==> src/hw/rtl/dbm_pkg.sv <==
// Shared types and constants for the digest bucket modulo block.
// No dependencies; imported by the cell, the top level and the checker.
package dbm_pkg;

  localparam int unsigned DIGEST_W = 128;
  localparam int unsigned HALF_W   = 64;
  localparam int unsigned MOD_W    = 32;
  localparam int unsigned NCELL    = DIGEST_W;

  localparam logic [MOD_W-1:0] MOD_RESET = MOD_W'(1);

  // One item as it moves down the cell row.
  typedef struct packed {
    logic                vld;
    logic [MOD_W-1:0]    rem;
    logic [DIGEST_W-1:0] bits;  // digest bits not yet folded, msb first
  } stage_t;

endpackage

==> src/hw/rtl/dbm_cell.sv <==
// One cell of the restoring reduction row: folds one digest bit into
// the running remainder. Depends on dbm_pkg.
module dbm_cell (
  input  logic                       clk,
  input  logic                       rst_n,
  input  logic                       en,
  input  logic [dbm_pkg::MOD_W-1:0]  modulus,
  input  dbm_pkg::stage_t            stage_in,
  output dbm_pkg::stage_t            stage_out
);
  import dbm_pkg::*;

  logic                vld_r;
  logic [MOD_W-1:0]    rem_r;
  logic [DIGEST_W-1:0] bits_r;

  logic [MOD_W:0]      shifted;
  logic [MOD_W:0]      diff;
  logic [MOD_W-1:0]    rem_nxt;
  logic [DIGEST_W-1:0] bits_nxt;

  // rem < n, so 2*rem + bit < 2n and one conditional subtract suffices
  always_comb begin
    shifted  = {stage_in.rem, stage_in.bits[DIGEST_W-1]};
    diff     = shifted - {1'b0, modulus};
    bits_nxt = {stage_in.bits[DIGEST_W-2:0], 1'b0};
    if (modulus == '0) begin
      rem_nxt = '0;
    end else if (shifted >= {1'b0, modulus}) begin
      rem_nxt = diff[MOD_W-1:0];
    end else begin
      rem_nxt = shifted[MOD_W-1:0];
    end
  end

  always_ff @(posedge clk) begin
    if (!rst_n) begin
      vld_r <= 1'b0;
    end else if (en) begin
      vld_r <= stage_in.vld;
    end
  end

  always_ff @(posedge clk) begin
    if (en) begin
      rem_r  <= rem_nxt;
      bits_r <= bits_nxt;
    end
  end

  assign stage_out.vld  = vld_r;
  assign stage_out.rem  = rem_r;
  assign stage_out.bits = bits_r;

endmodule

==> config.mk <==
export PLATFORM = sky130hd
export DESIGN_NAME = dbm_cell
export DESIGN_NICKNAME = d
export VERILOG_FILES = /design/src/hw/rtl/dbm_pkg.sv /design/src/hw/rtl/dbm_cell.sv
export SDC_FILE = /design/constraint.sdc
export NUM_CORES = 1
export LEC_CHECK = 0
export BUFFER_PORTS_ARGS = -buffer_cell sky130_fd_sc_hd__buf_2
export CAP_MARGIN = 25
export CORE_AREA = 2 2 140 142
export CTS_CLUSTER_DIAMETER = 80
export CTS_CLUSTER_SIZE = 40
export DETAILED_ROUTE_END_ITERATION = 6
export DIE_AREA = 0 0 142 144
export PLACE_DENSITY = 0.8
export REMOVE_ABC_BUFFERS = 1
export SLEW_MARGIN = 20
export SYNTH_ARGS = -nofsm -noshare
export SYNTH_HDL_FRONTEND = slang
export SYNTH_SLANG_ARGS = --single-unit
==> constraint.sdc <==
create_clock -name clk -period 3 [get_ports clk]
set_input_delay 0.15 -clock clk [delete_from_list [all_inputs] [get_ports clk]]
set_output_delay 0.15 -clock clk [all_outputs]
set_load 0.05 [all_outputs]
Yosys cells after proc, flatten, opt, wreduce, memory -nomap -nowiden
Cells that the tools add are included.
- register bits: 160
- bits of input ports: 196
- output and inout port bits: 161
- logic and storage cells: 7
- add/subtract/negate cells: 1
- $lt $le $gt $ge: 1
- multiplexer cells: 1
- reductions and logical operators: 1
- operators by type and width (cell ; count):
    33-bit by 32-bit greater-or-equal comparator with 1-bit output ; 1
    32-bit logical NOT ; 1
    32-bit 2-to-1 mux ; 1
    32-bit subtractor ; 1

Longest topological paths before layout
- depth after elaboration: 2
- depth in mapped cells: 13
- mapped depth without buffers: 12

Least setup slack after synthesis
Ideal clock, no wire load.
- kind: input-to-reg
- from: in stage_in[127] (netlist name)
- to: reg rem_r[26], data pin
- library setup time: 147 ps
- data arrival time: 2486 ps
- data required time: 2853 ps
- path slack: 367 ps
- stages: 12
- buffers on the path: 0
- path through: inv_1 > ha_1 > inv_1 > fa_1 > a21oi_2 > o211ai_2 > a2111oi_4 > nor2_2 > a21oi_2 > o21ai_0 > or4_1 > a21oi_1
- cells in the longest elaborated chain, start to end: 2
- elaborated cells on any way between the ends: 3
- classes of those cells: 1 x add/sub; 1 x order compare; 1 x mux
- RTL lines (element ; RTL line ; text):
    start: declaration ; dbm_cell.sv:8 ; input dbm_pkg::stage_t stage_in,
    32-bit subtractor / 33-bit by 32-bit greater-or-equal comparator with 1-bit output (equally long branches) ; dbm_cell.sv:25, dbm_cell.sv:29 ;
    32-bit 2-to-1 mux (*) ; dbm_cell.sv:29 ; end else if (shifted >= {1'b0, modulus}) begin
    end signal: assignment ; dbm_cell.sv:46 ; rem_r <= rem_nxt;
    end: declaration ; dbm_cell.sv:14 ; logic [MOD_W-1:0] rem_r;
Mark *: on every way between the ends. The rest lies on a longest branch, timed or not.
A chain may end at the register's enable or synchronous reset.

Final worst setup path
Same ends and word-level chain as after synthesis.

==> results by group <==
Pwr
  • Maximum VDD drop: 310 µV
  • Static Leakage: 4.97 nW
  • P per Cell Area: 598 nW/µm²
  • Total power: 6.79 mW

STA
  • Max-slew violations: 0
  • Final period utilization: 84.7%
  • Fmax: 0.393 GHz
  • Slew Limit Headroom: 50.4%
  • Post-route setup TNS: 0 ns
  • Final setup violation count: 0
  • RSZ-0062 raised after global routing: no
  • Worst-margin pin slew: 0.743 ns
  • Final min period: 2.54 ns
  • Clock skew: 0 ns
  • Hold Fails Final Rpt: 0

Die
  • IO Pins: 357
  • Die W: 142 µm
  • CORE AREA: 19100 µm²
  • Die Area: 20400 µm²
  • FP Rows: 51
  • Die Y: 144 µm
  • Initial core utilization: 38.7%

Setup path
  • Worst Reg-to-Reg Cells: 3
  • Crit path kind: input port to register
  • Setup crit end kind: register
  • Critical Path Fanout Max: 3
  • CP arrival: 2.82 ns
  • Flop2flop setup slack: 1.85 ns
  • Worst path required time: 3.28 ns
  • Worst r2r src: vld_r
  • Critical-path cell list: buf_2, inv_1, ha_1, inv_1, fa_1, a21oi_2, o211ai_2, a2111oi_4, nor2_2, a21oi_2, o21ai_0, or4_1, a21oi_1
  • RR Endpoint: vld_r
  • Critical Path Slowest Stage Cell: or4_1
  • Slowest stage delay, CP: 0.52 ns
  • CP startpoint kind: input port

Worst hold path
  • Worst Hold Class: input port to register
  • WHS Endpoint: rem_r[22]
  • HP Start: stage_in[149]
  • Worst Hold Depth: 3

CTS
  • Cts hold-fix bufs: 129
  • Post-CTS setup buffers: 0
  • Num CTS Buffers: 17
  • TritonCTS sink count: 160
  • Gates resized, CTS repair: 0
  • CTS root buf: clkbuf_16
  • H-tree depth: 4
  • Clock latency on the worst-skew pair: 0.42 ns
  • CTS tree: yes
  • Clock-pin slew on the worst setup and hold paths: 0.07 ns
  • Clock Path Buffers: 2

Global route
  • Number of global-route vias before repair: 6571
  • Antenna violations before repair: 4
  • First-pass GRT wire length: 37.9 mm
  • Largest net degree at the start of global routing: 83
  • Grt ovf: 0
  • All-layer global routing usage: 24.8%

Drt
  • Initial DRC count: 431
  • Via density per instance: 5.13
  • Detail Route Antenna Nets: 0
  • DRC violations left: 0
  • DR pass1 iterations: 5
  • Routed len/inst: 19.8 µm
  • Vias: 6793
  • DRT Wirelength: 26.3 mm

Layout
  • Most frequent cells in the layout: buf_2 (354), edfxtp_1 (159), dlygate4sd3_1 (129)
  • Most common cell after layout, fill and taps aside: buf_2
  • Layout cells sized above 1: 38.8%
  • FF+latch area: 4790 µm²
  • # nets final: 1298
  • Layout area overhead: 53.7%
  • Fillers: 1473
  • Multi-input logic area: 2330 µm²

Synth
  • Post-synth top area share: 64.6%
  • EDFF count, synth: 159
  • Syn Area/Cell: 12.9 µm²
  • Synth Flop Type: edfxtp_1
  • Seq/Total Area, Yosys: 64.9%
  • Ys Warns: 0
  • Cell taking the most area after synthesis: edfxtp_1
  • Yosys reg bits: 160
  • Synth cell types: 62
  • Post-synth ARST share: 0%
  • Top post-synthesis cells by area: edfxtp_1 (65%), ha_1 (5.4%), a21oi_1 (3.7%)
  • Synth Cell Area: 7390 µm²
  • Post-Syn Instances: 574

Placed design
  • Routability cong.: 0.902
  • Detailed placement HPWL: 18.3 mm
  • Count of buffers from port buffering: 355

Status
  • Outcome: finished clean

Job
  • Max-cap violations: 0
[flip-flops by register name (all words and copies together) (netlist names)]
name and flops:
rem_r 32, bits_r 127, vld_r 1
[worst max-delay path by stage]
stage,startpoint,endpoint,slack [ns],cells past startpoint
global placement,stage_in[127],rem_r[26],0.11,13
detailed placement,stage_in[127],rem_r[26],0.05,13
global route,stage_in[127],rem_r[26],0.23,13
CTS,stage_in[127],rem_r[26],0.48,13
finish,stage_in[127],rem_r[26],0.46,13
floorplan,modulus[28],rem_r[25],0.26,10
[routing by layer]
metal  track usage [%]  up-vias  routed length, µm
li1                  -     3157                  -
met5                 0        -                 57
met4              13.2        4               1200
met2              41.5      347              13000
met3              7.09       74               1940
met1              28.9     3211              10100
[Yosys cell counts, drive strengths merged (3+ instances only)]
| cell | instances |
|---|---|
| a211oi | 7 |
| a21o | 12 |
| a21oi | 58 |
| and2 | 4 |
| and3 | 3 |
| buf | 13 |
| clkbuf | 8 |
| edfxtp | 159 |
| ha | 32 |
| inv | 41 |
| nand2 | 58 |
| nand3 | 12 |
| nand3b | 3 |
| nand4 | 12 |
| nor2 | 25 |
| nor2b | 6 |
| nor3 | 9 |
| nor4 | 11 |
| o211ai | 5 |
| o21a | 5 |
| o21ai | 25 |
| o21bai | 8 |
| o22ai | 3 |
| o31ai | 3 |
| or2 | 4 |
| xnor2 | 15 |
| xor2 | 4 |
[area by class of cell]
| cell class | instances | area share, % |
|---|---|---|
| tap | 238 | 2.62 |
| timing repair buffer | 497 | 28.1 |
| clock buffer | 18 | 3.78 |
| sequential | 160 | 42.2 |
| inverter | 41 | 1.36 |
| clock inverter | 14 | 1.33 |
| antenna | 5 | 0.110 |
| multi-input combinational | 352 | 20.5 |
[power by group]
group / internal (mW) / switching (mW) / total [mW]
clock network: 1.11 / 1.01 / 2.12
registers: 2.71 / 0.0578 / 2.77
logic: 0.582 / 1.32 / 1.90
[metrics by stage]
| step | instance area, µm² | hold slack (ns) | cells | utilization [%] | setup slack (ns) |
|---|---|---|---|---|---|
| 6_report | 11400 | 0.0768 | 1325 | 59.5 | 0.458 |
| 5_1_grt | 11300 | 0.0733 | 1321 | 59.4 | 0.234 |
| 4_1_cts | 11300 | 0.0525 | 1320 | 59.4 | 0.483 |
| 3_5_place_dp | 9470 | 0.328 | 1159 | 49.6 | 0.0479 |
| 3_3_place_gp | 9470 | 0.326 | 1159 | 49.6 | 0.114 |
| 2_1_floorplan | 7270 | 0.249 | 553 | - | 0.260 |
[kinds of logic (layout without fill, tap and decap cells)]
logic type	after synthesis	count (layout)	share of synthesized area [%]
AO/OA/AOI/OAI	142	142	12.7
XOR/XNOR	19	19	2.25
adder cells (fa/ha/maj)	33	33	5.69
buffers and inverters	62	570	3.61
flip-flops	160	160	64.9
multiplexers	1	1	0.136
other	1	6	0.0508
AND/OR/NAND/NOR	156	156	10.6
[critical path, delay by kind of cell]
| family | cells | cell delay [ns] |
|---|---|---|
| adder cells (fa/ha/maj) | 2 | 0.57 |
| buffers and inverters | 3 | 0.21 |
| AND/OR/NAND/NOR | 2 | 0.64 |
| AO/OA/AOI/OAI | 6 | 1.24 |
No activity file was read; power rests on OpenSTA's default activity.
